==> src/hdl/mft_pkg.sv <==
package mft_pkg;

	localparam int NUM_CHANNELS = 6;
	localparam int PIN_W        = 6;
	localparam int CH_W         = 3;
	localparam int COUNT_W      = 15;
	localparam int GATE_W       = 24;
	localparam int FILT_W       = 10;
	localparam int SCALE_W      = 8;
	localparam int RPM_W        = 23;
	localparam int CFG_DATA_W   = 24;
	localparam int CFG_IDX_W    = 2;

	localparam logic [COUNT_W-1:0] COUNT_MAX      = '1;
	localparam logic [GATE_W-1:0]  GATE_RESET     = 24'd16000000;
	localparam logic [FILT_W-1:0]  FILTER_RESET   = 10'd1023;
	localparam logic [SCALE_W-1:0] SCALE_RESET    = 8'd150;

	// configuration register indexes
	localparam logic [CFG_IDX_W-1:0] CFG_GATE   = 2'd0;
	localparam logic [CFG_IDX_W-1:0] CFG_FILTER = 2'd1;
	localparam logic [CFG_IDX_W-1:0] CFG_SCALE  = 2'd2;

	// closed window handed from the measurement stage to the output stage
	typedef struct packed {
		logic               valid;
		logic [CH_W-1:0]    ch;
		logic [COUNT_W-1:0] count;
	} mft_result_t;

endpackage

==> src/hdl/multiplexed_fan_tachometer.sv <==
// A closed window is registered into the output buffer by the transaction that closes it.
// Throughput: one tach sample per cycle while in_ready is high; the filter, edge
// counter and gate timer all update in the cycle of the transaction. A two-entry
// output buffer holds results, so in_ready drops only when two results wait unread.
// Reset (arst_n low, asynchronous): channel 0, filtered level high, counters cleared,
// registers back to gate 16000000, filter 1023, scale 150.
module multiplexed_fan_tachometer
	import mft_pkg::*;
(
	input  logic                  clk,
	input  logic                  arst_n,
	// sample channel
	input  logic                  in_valid,
	output logic                  in_ready,
	input  logic [PIN_W-1:0]      tach_pins,
	// result channel
	output logic                  out_valid,
	input  logic                  out_ready,
	output logic [CH_W-1:0]       channel,
	output logic [COUNT_W-1:0]    pulse_count,
	output logic [RPM_W-1:0]      rpm,
	// configuration write port
	input  logic                  cfg_wr_en,
	input  logic [CFG_IDX_W-1:0]  cfg_index,
	input  logic [CFG_DATA_W-1:0] cfg_wdata
);

	logic [GATE_W-1:0]  gate_ticks_q;
	logic [FILT_W-1:0]  filter_ticks_q;
	logic [SCALE_W-1:0] rpm_scale_q;

	logic        accept;
	mft_result_t res;

	// Hold the configuration; writes to an unused index are dropped.
	always_ff @(posedge clk or negedge arst_n) begin
		if (!arst_n) begin
			gate_ticks_q   <= GATE_RESET;
			filter_ticks_q <= FILTER_RESET;
			rpm_scale_q    <= SCALE_RESET;
		end else if (cfg_wr_en) begin
			case (cfg_index)
				CFG_GATE:   gate_ticks_q   <= cfg_wdata[GATE_W-1:0];
				CFG_FILTER: filter_ticks_q <= cfg_wdata[FILT_W-1:0];
				CFG_SCALE:  rpm_scale_q    <= cfg_wdata[SCALE_W-1:0];
				default: begin
				end
			endcase
		end
	end

	// A sample transaction advances the filter, the edge counter and the gate timer.
	assign accept = in_valid && in_ready;

	// Select the pin, glitch-filter it, count falling edges and time the window.
	mft_meas u_meas (
		.clk          (clk),
		.arst_n       (arst_n),
		.accept       (accept),
		.tach_pins    (tach_pins),
		.gate_ticks   (gate_ticks_q),
		.filter_ticks (filter_ticks_q),
		.res          (res)
	);

	// Scale the count to rpm and buffer the result until it is taken.
	mft_out u_out (
		.clk         (clk),
		.arst_n      (arst_n),
		.res         (res),
		.rpm_scale   (rpm_scale_q),
		.in_ready    (in_ready),
		.out_valid   (out_valid),
		.out_ready   (out_ready),
		.channel     (channel),
		.pulse_count (pulse_count),
		.rpm         (rpm)
	);

endmodule

==> src/hdl/mft_meas.sv <==
module mft_meas
	import mft_pkg::*;
(
	input  logic               clk,
	input  logic               arst_n,
	input  logic               accept,
	input  logic [PIN_W-1:0]   tach_pins,
	input  logic [GATE_W-1:0]  gate_ticks,
	input  logic [FILT_W-1:0]  filter_ticks,
	output mft_result_t        res
);

	logic [CH_W-1:0]    ch_q;
	logic               level_q;
	logic [FILT_W-1:0]  run_q;
	logic [COUNT_W-1:0] count_q;
	logic [GATE_W-1:0]  elapsed_q;

	logic               pin;
	logic [FILT_W:0]    run_inc;
	logic               take;
	logic               level_d;
	logic [FILT_W-1:0]  run_d;
	logic [COUNT_W-1:0] count_d;
	logic [GATE_W-1:0]  elapsed_inc;
	logic               close;
	logic [CH_W:0]      ch_inc;
	logic [CH_W-1:0]    ch_next;

	always_comb begin
		pin = 1'b0;
		if (ch_q < CH_W'(PIN_W)) begin
			pin = tach_pins[ch_q];
		end
		run_inc = {1'b0, run_q} + 1'b1;
		take    = (pin != level_q) && (run_inc >= {1'b0, filter_ticks});
		level_d = level_q;
		run_d   = '0;
		count_d = count_q;
		if (pin != level_q) begin
			if (take) begin
				level_d = pin;
				if (!pin && (count_q != COUNT_MAX)) begin
					count_d = count_q + 1'b1;
				end
			end else begin
				run_d = run_inc[FILT_W-1:0];
			end
		end
		elapsed_inc = elapsed_q + 1'b1;
		close       = (elapsed_inc == '0) || (elapsed_inc >= gate_ticks);
		ch_inc      = {1'b0, ch_q} + 1'b1;
		ch_next     = (ch_inc >= (CH_W+1)'(NUM_CHANNELS)) ? '0 : ch_inc[CH_W-1:0];
	end

	assign res.valid = accept && close && (count_d != '0);
	assign res.ch    = ch_q;
	assign res.count = count_d;

	always_ff @(posedge clk or negedge arst_n) begin
		if (!arst_n) begin
			ch_q      <= '0;
			level_q   <= 1'b1;
			run_q     <= '0;
			count_q   <= '0;
			elapsed_q <= '0;
		end else if (accept) begin
			level_q <= level_d;
			run_q   <= run_d;
			if (close) begin
				ch_q      <= ch_next;
				count_q   <= '0;
				elapsed_q <= '0;
			end else begin
				count_q   <= count_d;
				elapsed_q <= elapsed_inc;
			end
		end
	end

endmodule

==> src/hdl/mft_out.sv <==
module mft_out
	import mft_pkg::*;
(
	input  logic                clk,
	input  logic                arst_n,
	input  mft_result_t         res,
	input  logic [SCALE_W-1:0]  rpm_scale,
	output logic                in_ready,
	output logic                out_valid,
	input  logic                out_ready,
	output logic [CH_W-1:0]     channel,
	output logic [COUNT_W-1:0]  pulse_count,
	output logic [RPM_W-1:0]    rpm
);

	logic               out_valid_q;
	logic [CH_W-1:0]    ch_q;
	logic [COUNT_W-1:0] count_q;
	logic [RPM_W-1:0]   rpm_q;
	logic               skid_valid_q;
	logic [CH_W-1:0]    skid_ch_q;
	logic [COUNT_W-1:0] skid_count_q;
	logic [RPM_W-1:0]   skid_rpm_q;

	logic [RPM_W-1:0]   product;
	logic               slot_free;

	assign product   = RPM_W'(res.count) * RPM_W'(rpm_scale);
	assign slot_free = !out_valid_q || out_ready;

	always_ff @(posedge clk or negedge arst_n) begin
		if (!arst_n) begin
			out_valid_q  <= 1'b0;
			skid_valid_q <= 1'b0;
		end else begin
			if (res.valid) begin
				// skid is empty whenever a result can arrive
				if (slot_free) begin
					out_valid_q <= 1'b1;
				end else begin
					skid_valid_q <= 1'b1;
				end
			end else if (slot_free) begin
				out_valid_q  <= skid_valid_q;
				skid_valid_q <= 1'b0;
			end
		end
	end

	always_ff @(posedge clk) begin
		if (res.valid && slot_free) begin
			ch_q    <= res.ch;
			count_q <= res.count;
			rpm_q   <= product;
		end else if (slot_free && skid_valid_q) begin
			ch_q    <= skid_ch_q;
			count_q <= skid_count_q;
			rpm_q   <= skid_rpm_q;
		end
		if (res.valid && !slot_free) begin
			skid_ch_q    <= res.ch;
			skid_count_q <= res.count;
			skid_rpm_q   <= product;
		end
	end

	assign in_ready    = !skid_valid_q;
	assign out_valid   = out_valid_q;
	assign channel     = ch_q;
	assign pulse_count = count_q;
	assign rpm         = rpm_q;

endmodule

==> config.mk <==
export PLATFORM = sky130hd
export DESIGN_NAME = multiplexed_fan_tachometer
export DESIGN_NICKNAME = d
export VERILOG_FILES = /design/src/hdl/mft_pkg.sv /design/src/hdl/multiplexed_fan_tachometer.sv /design/src/hdl/mft_meas.sv /design/src/hdl/mft_out.sv
export SDC_FILE = /design/constraint.sdc
export NUM_CORES = 1
export LEC_CHECK = 0
export ABC_AREA = 1
export BUFFER_PORTS_ARGS = -buffer_cell sky130_fd_sc_hd__buf_2
export CORE_ASPECT_RATIO = 0.7
export CORE_MARGIN = 2
export CORE_UTILIZATION = 28
export CTS_CLUSTER_DIAMETER = 30
export DETAILED_ROUTE_END_ITERATION = 7
export PLACE_DENSITY = 0.4
export SYNTH_ARGS = -nofsm -noshare
export SYNTH_HDL_FRONTEND = slang
export SYNTH_SLANG_ARGS = --single-unit
==> constraint.sdc <==
create_clock -name clk -period 8.7 [get_ports clk]
set_input_delay 0.87 -clock clk [delete_from_list [all_inputs] [get_ports clk]]
set_output_delay 0.87 -clock clk [all_outputs]
set_load 0.05 [all_outputs]
==> implementation parameters, run 1 <==
Parameter                              Value

Setup path
  Critical setup path kind ... register to register
  Slowest cell delay on critical path ... 0.59 ns
  Worst setup startpoint ... u_meas.run_q[0]
  Flop-to-flop setup slack ... just under 0.9 ns
  Crit path arrival time ... about 8 ns
  Worst reg2reg path endpoint ... u_out.rpm[21]
  Cell mode on critical path ... sky130_fd_sc_hd__nand2_1
  Beginning of the worst register-to-register path ... u_meas.run_q[0]
  Capturing element type of the critical path ... register
  Crit Path Max Fanout ... 12
  Kind of start point of the critical path ... register
  Endpoint of the worst setup timing path ... u_out.rpm[21]
  Slowest library cell on the worst path ... sky130_fd_sc_hd__nor4_1
  WP data required ... between 9 and 10 ns
  Depth of the worst register-to-register path ... 36

Global route
  Total global-route track usage ... around 16%
  Initial antenna violation count ... 1
  Total gr overflow ... 0
  Global-route wire length before repair ... between 60,000 and 70,000 µm
  Via count of the first global-routing pass ... between 10,000 and 15,000
  Largest net degree at the start of global routing ... 54

Hold path
  Type of the tightest min-delay check ... primary input to async pin

Timing
  Final Skew ... around 0.019 ns
  Total Neg Setup Slack ... 0 ns
  Final critical-path share of the clock period ... between 80% and 90%
  Endpoints failing hold ... 0
  Headroom to the max-slew limit ... a little under a quarter
  Post-layout min period ... about 7.8 ns
  Highest attainable clock frequency ... approximately 130 MHz
  Actual transition at the worst max-transition pin ... approximately 1.1 ns
  Setup repair after global routing missed its margin ... no
  Count of pins over their slew limit ... 0
  Final count of negative-setup-slack endpoints ... 0

Synth
  Compound-Gate Fraction of Synth Area ... under 10%
  Cell types occupying the most area after synthesis ... sky130_fd_sc_hd__edfxtp_1, sky130_fd_sc_hd__dfrtp_1, sky130_fd_sc_hd__fa_1
  Post-synthesis simple-gate area fraction ... between 20% and 30%
  Proportion of netlist area held by the largest area contributor ... 18.3%
  Post-synthesis cell type with the largest combined area ... sky130_fd_sc_hd__edfxtp_1
  Arithmetic-cell share of the synthesized area counting full adders, half adders and majority gates ... between 10% and 20%
  Yosys cell types ... between 40 and 50
  Average cell area after synthesis ... 8.21 µm²
  Number of nets produced by synthesis ... ~1,800
  Proportion of synthesized chip area in sequential cells ... 36.6%
  Post-synthesis mux area share ... 0%
  Parity-gate share of the synthesized area counting xor and xnor cells ... 2.61%
  Cells after synthesis ... 1,637
  Register bit total from synthesis ... about 180
  Syn. warnings ... 0
  Netlist area before placement ... roughly 0.013 mm²
  Largest family of logic cells by synthesized area ... simple AND/OR/NAND/NOR gates

CTS
  Maximum level of the CTS H-tree ... 4
  Clk Tree Root Cell ... sky130_fd_sc_hd__clkbuf_16
  Clock input transition at the sequential cells of the worst setup and hold paths ... 0.08 ns
  Clock tree buffer depth ... 2
  Count of instances resized after the clock tree is built ... 0
  Worst-Skew Late Latency ... roughly 0.48 ns
  TritonCTS clock tree ... done
  CTS hold repair buffers ... 0
  # Post-CTS Setup Buffers ... 0
  Number of buffers created by CTS ... 17
  Number of sinks driven by the clock tree ... between 150 and 200

Floorplan
  I/O pin count ... 80
  Die width ... 266 µm
  Total core area ... about 0.048 mm²
  Y dimension of the die ... 187 µm
  Site row count ... between 60 and 70
  Die ar. ... about 0.05 mm²
  Starting Density ... 28.2%

Layout
  Layout cells sized above 1 ... 12.7%
  Commonest non-fill, non-tap cells in the layout ... sky130_fd_sc_hd__nand2_1, sky130_fd_sc_hd__inv_1, sky130_fd_sc_hd__nor2_1
  Finished Core Util ... a little under a third
  Total number of nets in the final design ... around 1,900
  Filler cell count ... roughly 5,100
  Final std cells w/o fill ... approximately 2,300
  Area taken by flip-flops and latches ... about 0.005 mm²
  Area Overhead vs Synth ... 12.5%
  Post-layout instance area ... roughly 0.015 mm²
  Most frequent standard cell in the layout excluding fill and tap cells ... sky130_fd_sc_hd__nand2_1
  Multi-input combinational cell area ... between 0.007 and 0.008 mm²

Drt
  Per-cell routed wire length ... approximately 16 µm
  Residual DRC count ... 0
  Starting DRC count in detailed routing ... approximately 900
  Post-Route WL ... 38,300 µm
  Average via count per standard cell ... between 4 and 5
  Vias after detailed routing ... around 11,000
  Antenna viol nets, final ... 0
  Number of detailed-routing iterations run before antenna repair ... 5

Place
  Placement Cell Area ... 0.0145 mm²
  Number of placed cells counting well taps ... between 2,000 and 2,500
  Placed wire-length estimate ... 29,600 µm
  Count of input and output buffers ... between 70 and 80
  Final weighted congestion in routability-driven placement ... roughly 0.87

Job
  Max Cap Viol ... 0

Power
  Peak supply drop ... around 0.00013 V
  P_leak ... around 7.6 nW
  Power per standard cell area ... roughly 320 mW/mm²
  Total power after layout ... ~5 mW

Run status
  Outcome ... complete, no violations
metrics by stage:
step,worst slack (ns),hold WS [ns]
after floorplan,2.36,0.453
final,0.879,0.415
after global routing,0.00632,0.448
after detailed placement,0.937,0.475
after CTS,0.853,0.416
after global placement,0.899,0.472
final cells by class:
type,count,area share [%]
clock inverter,15,1.32
timing repair buffer,87,3.03
sequential,179,32.5
tap,621,5.14
multi-input combinational,1127,48.0
inverter,288,7.15
antenna,1,0.0166
clock buffer,17,2.82
how the worst min path moves through the flow:
stage / to / slack, ns / cells after the start
after floorplan: gate_ticks_q[1] / 0.45 / 2
after global placement: gate_ticks_q[1] / 0.47 / 2
after detailed placement: gate_ticks_q[9] / 0.47 / 2
after CTS: u_meas.run_q[3] / 0.42 / 1
after global routing: u_meas.run_q[3] / 0.45 / 1
final: u_meas.run_q[3] / 0.42 / 1
where the power goes:
part | total, mW | internal, mW | leakage [nW] | switching [mW]
clock | 0.841 | 0.399 | 0.297 | 0.443
sequential | 1.31 | 1.16 | 1.96 | 0.157
combinational | 2.76 | 0.842 | 5.34 | 1.92
total | 4.91 | 2.40 | 7.60 | 2.52
cells by family (layout without fill, tap and decap cells):
logic type / after synthesis / after routing
AO/OA/AOI/OAI: 177 / 177
flip-flops: 179 / 179
other: 0 / 1
adder cells (fa/ha/maj): 162 / 162
buffers and inverters: 331 / 407
AND/OR/NAND/NOR: 748 / 748
XOR/XNOR: 40 / 40
cell usage after synthesis (all sizes together):
cell type,instances
a21o,3
a21oi,46
a311oi,1
a31oi,1
a41oi,1
and3,1
buf,13
clkbuf,30
clkinv,1
dfrtp,75
dfstp,22
edfxtp,82
fa,78
ha,84
inv,287
nand2,420
nand3,106
nand3b,1
nand4,18
nor2,184
nor3,15
nor4,2
o211ai,2
o21a,2
o21ai,111
o21bai,2
o22ai,6
o31ai,2
or2,1
xnor2,7
xor2,33
layer usage:
| layer | vias up | track usage, % | part of all wire (%) |
|---|---|---|---|
| li1 | 5278 | - | - |
| met1 | 5159 | 26.2 | 56 |
| met2 | 229 | 22.2 | 39 |
| met3 | 16 | 3.09 | 4.8 |
| met4 | 0 | 3.33 | 0.87 |
| met5 | - | 0 | 0 |
worst max-delay path: cells and delay by family (launching register included):
family	cells	cell delay, ns
flip-flops	1	0.38
XOR/XNOR	2	0.43
adder cells (fa/ha/maj)	6	2.74
AND/OR/NAND/NOR	20	3.41
buffers and inverters	8	0.70
sequential cells by signal (all words and copies together), names as in the netlist:
signal              flops
u_meas.count_q         15
u_out.out_valid         1
filter_ticks_q         10
u_out.skid_valid_q      1
u_meas.elapsed_q       24
u_out.pulse_count      15
u_out.skid_rpm_q       23
rpm_scale_q             8
u_out.rpm              23
u_out.skid_ch_q         3
u_meas.ch_q             3
u_meas.run_q           10
u_out.skid_count_q     15
u_meas.level_q          1
gate_ticks_q           24
u_out.channel           3
Power figures use the tool's default switching activity.
==> run 2, diff against run 1 <==
--- a/config.mk
+++ b/config.mk
@@ -5,7 +5,6 @@
 export SDC_FILE = /design/constraint.sdc
 export NUM_CORES = 1
 export LEC_CHECK = 0
-export ABC_AREA = 1
 export BUFFER_PORTS_ARGS = -buffer_cell sky130_fd_sc_hd__buf_2
 export CORE_ASPECT_RATIO = 0.7
 export CORE_MARGIN = 2
==> run 2 against run 1 <==
Compared with the run above:
- clock skew is 0.0099 ns lower
- setup slack worse by 0.26 ns
- sequential cell count stayed put
- critical path type unchanged
- via count is 16% lower
- combinational power is 72% lower
- first-iteration DRC count is 48% lower
- largest power group is now registers
==> implementation parameters, run 2 <==
Parameter                              Value

Run status
  Outcome ... complete, no violations

Power
  Fraction of power spent switching nets ... 36.0% (-15 points)
  Power per standard cell area ... 185 mW/mm² (-43%)
  Seq pwr share ... 42.3% (+16 points)
  Internal portion of total power ... 1.72 mW (-28%)
  Proportion of power drawn by combinational gates ... 28.4% (-28 points)
  Total power after layout ... 2.69 mW (-45%)
  P_leak ... 6.48 nW (-15%)
  Switch Pwr ... 969 µW (-61%)
  Peak supply drop ... 0.000112 V (-11%)
  Proportion of power drawn by the clock network ... 29.3% (+12 points)

Synth
  Post-synthesis cell type with the largest combined area ... sky130_fd_sc_hd__edfxtp_1
  Netlist area before placement ... 0.0128 mm² (-4.4%)
  Cell types occupying the most area after synthesis ... sky130_fd_sc_hd__edfxtp_1, sky130_fd_sc_hd__dfrtp_1, sky130_fd_sc_hd__fa_1
  Syn. warnings ... 0 (unchanged)
  Leading register cell type out of synthesis ... sky130_fd_sc_hd__edfxtp_1
  Ranking of synthesized cells by instance count ... sky130_fd_sc_hd__inv_1, sky130_fd_sc_hd__nand2_1, sky130_fd_sc_hd__ha_1
  Proportion of synthesized chip area in sequential cells ... 38.3% (+1.7 points)
  Yosys cell types ... 71 (+61%)
  Count leader, synth ... sky130_fd_sc_hd__inv_1
  Cells after synthesis ... 1,263 (-23%)
  Register bit total from synthesis ... 179 (unchanged)
  Average cell area after synthesis ... 10.2 µm² (+24%)
  Async set-or-reset flop fraction in the synthesized netlist ... 54.2% (unchanged)
  Number of nets produced by synthesis ... 1,462 (-20%)
  Proportion of netlist area held by the largest area contributor ... 19.2% (+0.84 points)
  Number of flops mapped to enable cells by yosys ... 82 (unchanged)

Place
  Placed wire-length estimate ... 22,500 µm (-24%)
  Count of input and output buffers ... 79 (unchanged)
  Placement Cell Area ... 0.0139 mm² (-4.0%)
  Final weighted congestion in routability-driven placement ... 0.780 (-10%)
  Number of placed cells counting well taps ... 1,903 (-17%)
  Worst Setup Slack post-DPL ... 0.286 ns (-0.650 ns)

Setup path
  Cell mode on critical path ... sky130_fd_sc_hd__fa_1
  Depth of the worst register-to-register path ... 30 (-17%)
  Beginning of the worst register-to-register path ... u_meas.run_q[0]
  Kind of start point of the critical path ... register
  Critical setup path kind ... register to register
  Crit path arrival time ... 8.30 ns (+0.14 ns)
  Slowest library cell on the worst path ... sky130_fd_sc_hd__fa_1
  WP data required ... 8.92 ns (-0.12 ns)
  Flop-to-flop setup slack ... 0.62 ns (-0.26 ns)
  Crit Path Max Fanout ... 10 (-2)
  Worst reg2reg path endpoint ... u_out.rpm[21]
  Capturing element type of the critical path ... register
  Slowest cell delay on critical path ... 0.54 ns (-0.05 ns)

Timing
  Final Skew ... 0.00886 ns (-0.00988 ns)
  Highest attainable clock frequency ... 124 MHz (-3.2%)
  Total Neg Setup Slack ... 0 ns (unchanged)
  Final critical-path share of the clock period ... 92.9% (+3.0 points)
  Headroom to the max-slew limit ... 31.1% (+7.2 points)
  Endpoints failing hold ... 0 (unchanged)
  Min setup slack post-route ... 0.618 ns (-0.261 ns)
  Setup repair after global routing missed its margin ... no
  Count of pins over their slew limit ... 0 (unchanged)
  Worst hold margin ... 0.415 ns (-0.000287 ns)
  Final count of negative-setup-slack endpoints ... 0 (unchanged)
  Post-layout min period ... 8.08 ns (+0.261 ns)
  Actual transition at the worst max-transition pin ... 1.03 ns (-0.108 ns)

Global route
  Largest net degree at the start of global routing ... 54 (unchanged)
  Initial antenna violation count ... 0 (-1)
  Global-route wire length before repair ... 50,900 µm (-19%)
  Via count of the first global-routing pass ... 8,884 (-18%)
  Total global-route track usage ... 13.8% (-2.5 points)
  Total gr overflow ... 0 (unchanged)

CTS
  Clock input transition at the sequential cells of the worst setup and hold paths ... 0.08 ns (about the same)
  Clock tree buffer depth ... 2 (unchanged)
  CTS hold repair buffers ... 0 (unchanged)
  Maximum level of the CTS H-tree ... 4 (unchanged)
  TritonCTS clock tree ... done
  Number of sinks driven by the clock tree ... 179 (unchanged)
  Clk Tree Root Cell ... sky130_fd_sc_hd__clkbuf_16
  Number of buffers created by CTS ... 17 (unchanged)
  Worst-Skew Late Latency ... 0.46 ns (-0.02 ns)

Drt
  Starting DRC count in detailed routing ... 465 (-48%)
  Post-Route WL ... 31,100 µm (-19%)
  Per-cell routed wire length ... 16.1 µm (-1.9%)
  Average via count per standard cell ... 4.63 (+1.2%)
  Number of detailed-routing iterations run before antenna repair ... 5 (unchanged)
  Antenna viol nets, final ... 0 (unchanged)
  Vias after detailed routing ... 8,960 (-16%)
  Residual DRC count ... 0 (unchanged)

Layout
  Layout cells sized above 1 ... 17.6% (+4.9 points)
  Most frequent standard cell in the layout excluding fill and tap cells ... sky130_fd_sc_hd__inv_1
  Area Overhead vs Synth ... 13.3%
  Leading registers by flop count ... gate_ticks_q x24, u_meas.elapsed_q x24
  N_diodes ... 0 (-1)
  Final std cells w/o fill ... 1,936 (-17%)
  Finished Core Util ... 32.2% (+0.50 points)
  Total number of nets in the final design ... 1,519 (-20%)
  Post-layout instance area ... 0.0146 mm² (-3.7%)
  Commonest non-fill, non-tap cells in the layout ... sky130_fd_sc_hd__inv_1, sky130_fd_sc_hd__nand2_1, sky130_fd_sc_hd__ha_1, sky130_fd_sc_hd__edfxtp_1

Floorplan
  Die ar. ... 0.0476 mm² (-4.3%)
  Site row count ... 65 (-3.0%)
  Die width ... 260 µm (-2.2%)
  Total core area ... 0.0451 mm² (-5.2%)
  Starting Density ... 28.5% (+0.24 points)
  Y dimension of the die ... 183 µm (-2.2%)
  I/O pin count ... 80 (unchanged)

Hold path
  Type of the tightest min-delay check ... primary input to async pin

Job
  Max Cap Viol ... 0 (unchanged)
## run 2: changes by cell type after synthesis, sizes merged, moves of 11 or more
cell and delta:
a21o +11, nand2 -286, xor2 -17, nor2 -125
mux2 +53, nand3 -78, xnor2 +42, o21ai -52
nor2b +59, a21oi -12, inv -140, clkbuf +16
and2 +54, and4 +12
## run 2: how the worst max path moves through the flow
| stage | depth (start not counted) | slack (ns) | to | startpoint |
|---|---|---|---|---|
| after floorplan | 31 | 1.11 | u_out.rpm[21] | u_meas.run_q[0] |
| after global placement | 26 | 0.35 | u_out.rpm[22] | tach_pins[5] |
| after detailed placement | 30 | 0.29 | u_out.rpm[22] | u_meas.run_q[0] |
| after CTS | 30 | 0.25 | u_out.rpm[22] | u_meas.run_q[0] |
| after global routing | 28 | 0.01 | u_out.rpm[22] | u_meas.run_q[0] |
| final | 30 | 0.62 | u_out.rpm[21] | u_meas.run_q[0] |
## run 2: kinds of logic after synthesis
family                   share of synthesized area (%)
flip-flops                                        38.3
buffers and inverters                             6.23
AND/OR/NAND/NOR                                   16.7
adder cells (fa/ha/maj)                           20.3
multiplexers                                      5.21
XOR/XNOR                                          4.49
AO/OA/AOI/OAI                                     8.76
## run 2: timing repair
item,4_1_cts,5_1_grt
endpoints found under the setup margin,0,8
resized for setup,0,12
setup buffers,0,1
## run 2: worst max-delay path, delay by kind of cell (launching register included)
kind	cells	cell delay, ns
AO/OA/AOI/OAI	10	1.77
XOR/XNOR	3	0.70
adder cells (fa/ha/maj)	7	2.97
buffers and inverters	4	0.31
flip-flops	1	0.44
multiplexers	1	0.26
AND/OR/NAND/NOR	5	1.36
## run 2: layout make-up
cell class                 instances  area (µm²)
clock buffer                      19         447
inverter                         147         552
tap                              603         754
fill                            4612       30600
timing repair buffer              98         541
sequential                       179        4920
clock inverter                    13         126
multi-input combinational        877        7220
## run 2: power by group through the flow
stage	combinational, mW	sequential (mW)	clock, mW
2_1_floorplan	0.513	1.18	0
3_3_place_gp	0.768	1.15	0
3_5_place_dp	0.774	1.15	0
4_1_cts	0.780	1.14	0.826
5_1_grt	0.872	1.16	0.852
6_report	0.765	1.14	0.788
## run 2: layer usage
metal  vias to the layer above  wire, µm  global-route usage, %  part of all wire [%]
met5                         -         0                      0                     0
met2                        96     13000                   19.1                    42
met3                        15       852                   2.81                   2.7
met4                         0       252                   2.80                  0.81
met1                      4485     17000                   21.6                    55
li1                       4364         -                      -                     -
==> run 3, diff against run 2 <==
--- a/config.mk
+++ b/config.mk
@@ -5,6 +5,7 @@
 export SDC_FILE = /design/constraint.sdc
 export NUM_CORES = 1
 export LEC_CHECK = 0
+export ABC_CLOCK_PERIOD_IN_PS = 8800
 export BUFFER_PORTS_ARGS = -buffer_cell sky130_fd_sc_hd__buf_2
 export CORE_ASPECT_RATIO = 0.7
 export CORE_MARGIN = 2
==> constraint.sdc (replaced) <==
create_clock -name clk -period 8.8 [get_ports clk]
set_input_delay 0.88 -clock clk [delete_from_list [all_inputs] [get_ports clk]]
set_output_delay 0.88 -clock clk [all_outputs]
set_load 0.05 [all_outputs]
==> run 3 against run 2 <==
Compared with the run above:
- register-to-register slack better by 0.05 ns
- clock power hardly changed
- sequential cell count unchanged
- cell count unchanged
- design area down 0.36%
- non-clock buffer count is 1 lower
- first-iteration DRC count rose by 8.4%
- core utilization down 0.12 points
- clock-buffer cell count rose by 1
- total power down 0.79%
- setup slack improved by 0.047 ns
- worst hold slack got worse by 0.053 ns
- highest routed layer unchanged
==> implementation parameters, run 3 (synthesis gave the netlist of run 2 again) <==
Parameter                              Value

Run status
  Outcome ... complete, no violations

Global route
  Initial antenna violation count ... 0 (unchanged)
  Global-route wire length before repair ... 51,100 µm (+0.24%)
  Total gr overflow ... 0 (unchanged)
  Largest net degree at the start of global routing ... 69 (+28%)
  Via count of the first global-routing pass ... 8,803 (-0.91%)
  Total global-route track usage ... 13.8% (+0.027 points)

CTS
  CTS hold repair buffers ... 0 (unchanged)
  Number of sinks driven by the clock tree ... 179 (unchanged)
  Worst-Skew Late Latency ... 0.46 ns (about the same)
  Number of buffers created by CTS ... 17 (unchanged)
  Clock tree buffer depth ... 2 (unchanged)
  TritonCTS clock tree ... done
  Clk Tree Root Cell ... sky130_fd_sc_hd__clkbuf_16
  Clock input transition at the sequential cells of the worst setup and hold paths ... 0.08 ns (about the same)
  Maximum level of the CTS H-tree ... 4 (unchanged)

Setup path
  Kind of start point of the critical path ... register
  Worst setup startpoint ... u_meas.run_q[0]
  Critical setup path kind ... register to register
  Capturing element type of the critical path ... register
  Depth of the worst register-to-register path ... 30 (unchanged)
  Crit Path Max Fanout ... 9 (-1)
  Crit path arrival time ... 8.36 ns (+0.06 ns)
  Slowest library cell on the worst path ... sky130_fd_sc_hd__fa_1
  Beginning of the worst register-to-register path ... u_meas.run_q[0]
  Cell mode on critical path ... sky130_fd_sc_hd__fa_1
  WP data required ... 9.02 ns (+0.10 ns)
  Kind of cell with the highest combined delay on the critical path ... adder cells
  Number of buffers and inverters on the critical path ... 4 (unchanged)
  Flop-to-flop setup slack ... 0.66 ns (+0.05 ns)
  Cell depth of the worst setup path ... 30 (unchanged)
  Slowest cell delay on critical path ... 0.54 ns (about the same)
  Worst reg2reg path endpoint ... u_out.rpm[21]

Drt
  Residual DRC count ... 0 (unchanged)
  Vias after detailed routing ... 8,864 (-1.1%)
  Starting DRC count in detailed routing ... 504 (+8.4%)
  Per-cell routed wire length ... 16.3 µm (+1.2%)
  Antenna viol nets, final ... 0 (unchanged)
  Post-Route WL ... 31,500 µm (+1.2%)
  Average via count per standard cell ... 4.58 (-1.1%)
  Number of detailed-routing iterations run before antenna repair ... 4 (-1)

Layout
  Leading registers by flop count ... gate_ticks_q x24, u_meas.elapsed_q x24
  Layout cells sized above 1 ... 17.0% (-0.66 points)
  Most frequent standard cell in the layout excluding fill and tap cells ... sky130_fd_sc_hd__inv_1
  Area Overhead vs Synth ... 12.9%
  Commonest non-fill, non-tap cells in the layout ... sky130_fd_sc_hd__inv_1, sky130_fd_sc_hd__nand2_1, sky130_fd_sc_hd__ha_1, sky130_fd_sc_hd__edfxtp_1
  Total number of nets in the final design ... 1,518 (-0.066%)
  Finished Core Util ... 32.1% (-0.12 points)
  Post-layout instance area ... 0.0145 mm² (-0.36%)

Floorplan
  Site row count ... 65 (unchanged)
  Die ar. ... 0.0476 mm² (unchanged)
  I/O pin count ... 80 (unchanged)
  Total core area ... 0.0451 mm² (unchanged)
  Y dimension of the die ... 183 µm (unchanged)
  Die width ... 260 µm (unchanged)
  Starting Density ... 28.5% (unchanged)

Place
  Final weighted congestion in routability-driven placement ... 0.783 (+0.40%)
  Count of input and output buffers ... 79 (unchanged)
  Placed wire-length estimate ... 22,600 µm (+0.34%)
  Placement Cell Area ... 0.0139 mm² (unchanged)
  Worst Setup Slack post-DPL ... 0.435 ns (+0.149 ns)

Power
  Peak supply drop ... 0.000107 V (-5.0%)
  P_leak ... 6.48 nW (about the same)
  Power per standard cell area ... 184 mW/mm² (-0.43%)

Timing
  Headroom to the max-slew limit ... 32.2% (+1.1 points)
  Endpoints failing hold ... 0 (unchanged)
  Post-layout min period ... 8.14 ns (+0.0530 ns)
  Highest attainable clock frequency ... 123 MHz (-0.65%)
  Setup repair after global routing missed its margin ... no
  Count of pins over their slew limit ... 0 (unchanged)
  Final count of negative-setup-slack endpoints ... 0 (unchanged)
  Actual transition at the worst max-transition pin ... 1.02 ns (-0.0166 ns)
  Min setup slack post-route ... 0.665 ns (+0.0470 ns)
  Total Neg Setup Slack ... 0 ns (unchanged)
  Final critical-path share of the clock period ... 92.4% (-0.45 points)
  Final Skew ... 0.0189 ns (+0.0101 ns)

Hold path
  Type of the tightest min-delay check ... primary input to async pin

Job
  Max Cap Viol ... 0 (unchanged)
-- run 3: changes by cell type in the layout (fill, tap and decap cells not counted), sizes merged --
cell	previous run	this run
buf	98	97
bufinv	1	0
clkbuf	19	20
clkinv	4	2
clkinvlp	3	1
diode	0	1
inv	152	156
-- run 3: through the flow --
stage                     hold slack (ns)  instances  power (mW)
final                               0.362       1936        2.67
after global routing                0.376       1935        2.86
after CTS                           0.342       1935        2.73
after detailed placement            0.482       1903        1.91
after global placement              0.474       1903        1.90
after floorplan                     0.420       1263        1.68
-- run 3: metal layers --
| metal | track usage, % | share of wire, % | vias to the layer above |
|---|---|---|---|
| met5 | 0 | 0 | - |
| met4 | 3.24 | 0.79 | 0 |
| met3 | 2.28 | 2.9 | 12 |
| met2 | 19.1 | 41 | 103 |
| met1 | 21.9 | 55 | 4379 |
| li1 | - | - | 4370 |
-- run 3: final cells by class --
| cell class | instances | area (µm²) |
|---|---|---|
| Fill cell | 4696 | 30600 |
| Multi-Input combinational cell | 877 | 7150 |
| Sequential cell | 179 | 4920 |
| Tap cell | 603 | 754 |
| Inverter | 147 | 552 |
| Timing Repair Buffer | 97 | 533 |
| Clock buffer | 20 | 483 |
| Clock inverter | 12 | 106 |
| Antenna cell | 1 | 2.50 |
-- run 3: how the worst max path moves through the flow --
stage                         end  slack [ns]
floorplan           u_out.rpm[21]        1.21
global placement    u_out.rpm[21]        0.60
detailed placement  u_out.rpm[21]        0.44
CTS                 u_out.rpm[21]        0.40
global route        u_out.rpm[22]       0.009
finish              u_out.rpm[21]        0.66
-- run 3: worst register-to-register path: cells and delay by family, from the launching register on --
family | cells | cell delay [ns]
adder cells (fa/ha/maj) | 7 | 2.90
AO/OA/AOI/OAI | 9 | 1.90
AND/OR/NAND/NOR | 6 | 1.04
XOR/XNOR | 3 | 0.73
buffers and inverters | 4 | 0.61
flip-flops | 1 | 0.43
multiplexers | 1 | 0.26
-- run 3: what timing repair did --
action                                 4_1_cts  5_1_grt
setup buffers                                0        0
setup endpoints to repair                    0        6
endpoints found under the hold margin        0        0
gates resized for setup                      0        1
-- run 3: where the power goes --
part           total, mW  internal (mW)  leakage (nW)  switching, mW
Clock              0.790          0.410         0.292          0.380
Sequential          1.12           1.01          1.92          0.116
Combinational      0.756          0.287          4.27          0.468
Total               2.67           1.70          6.48          0.964
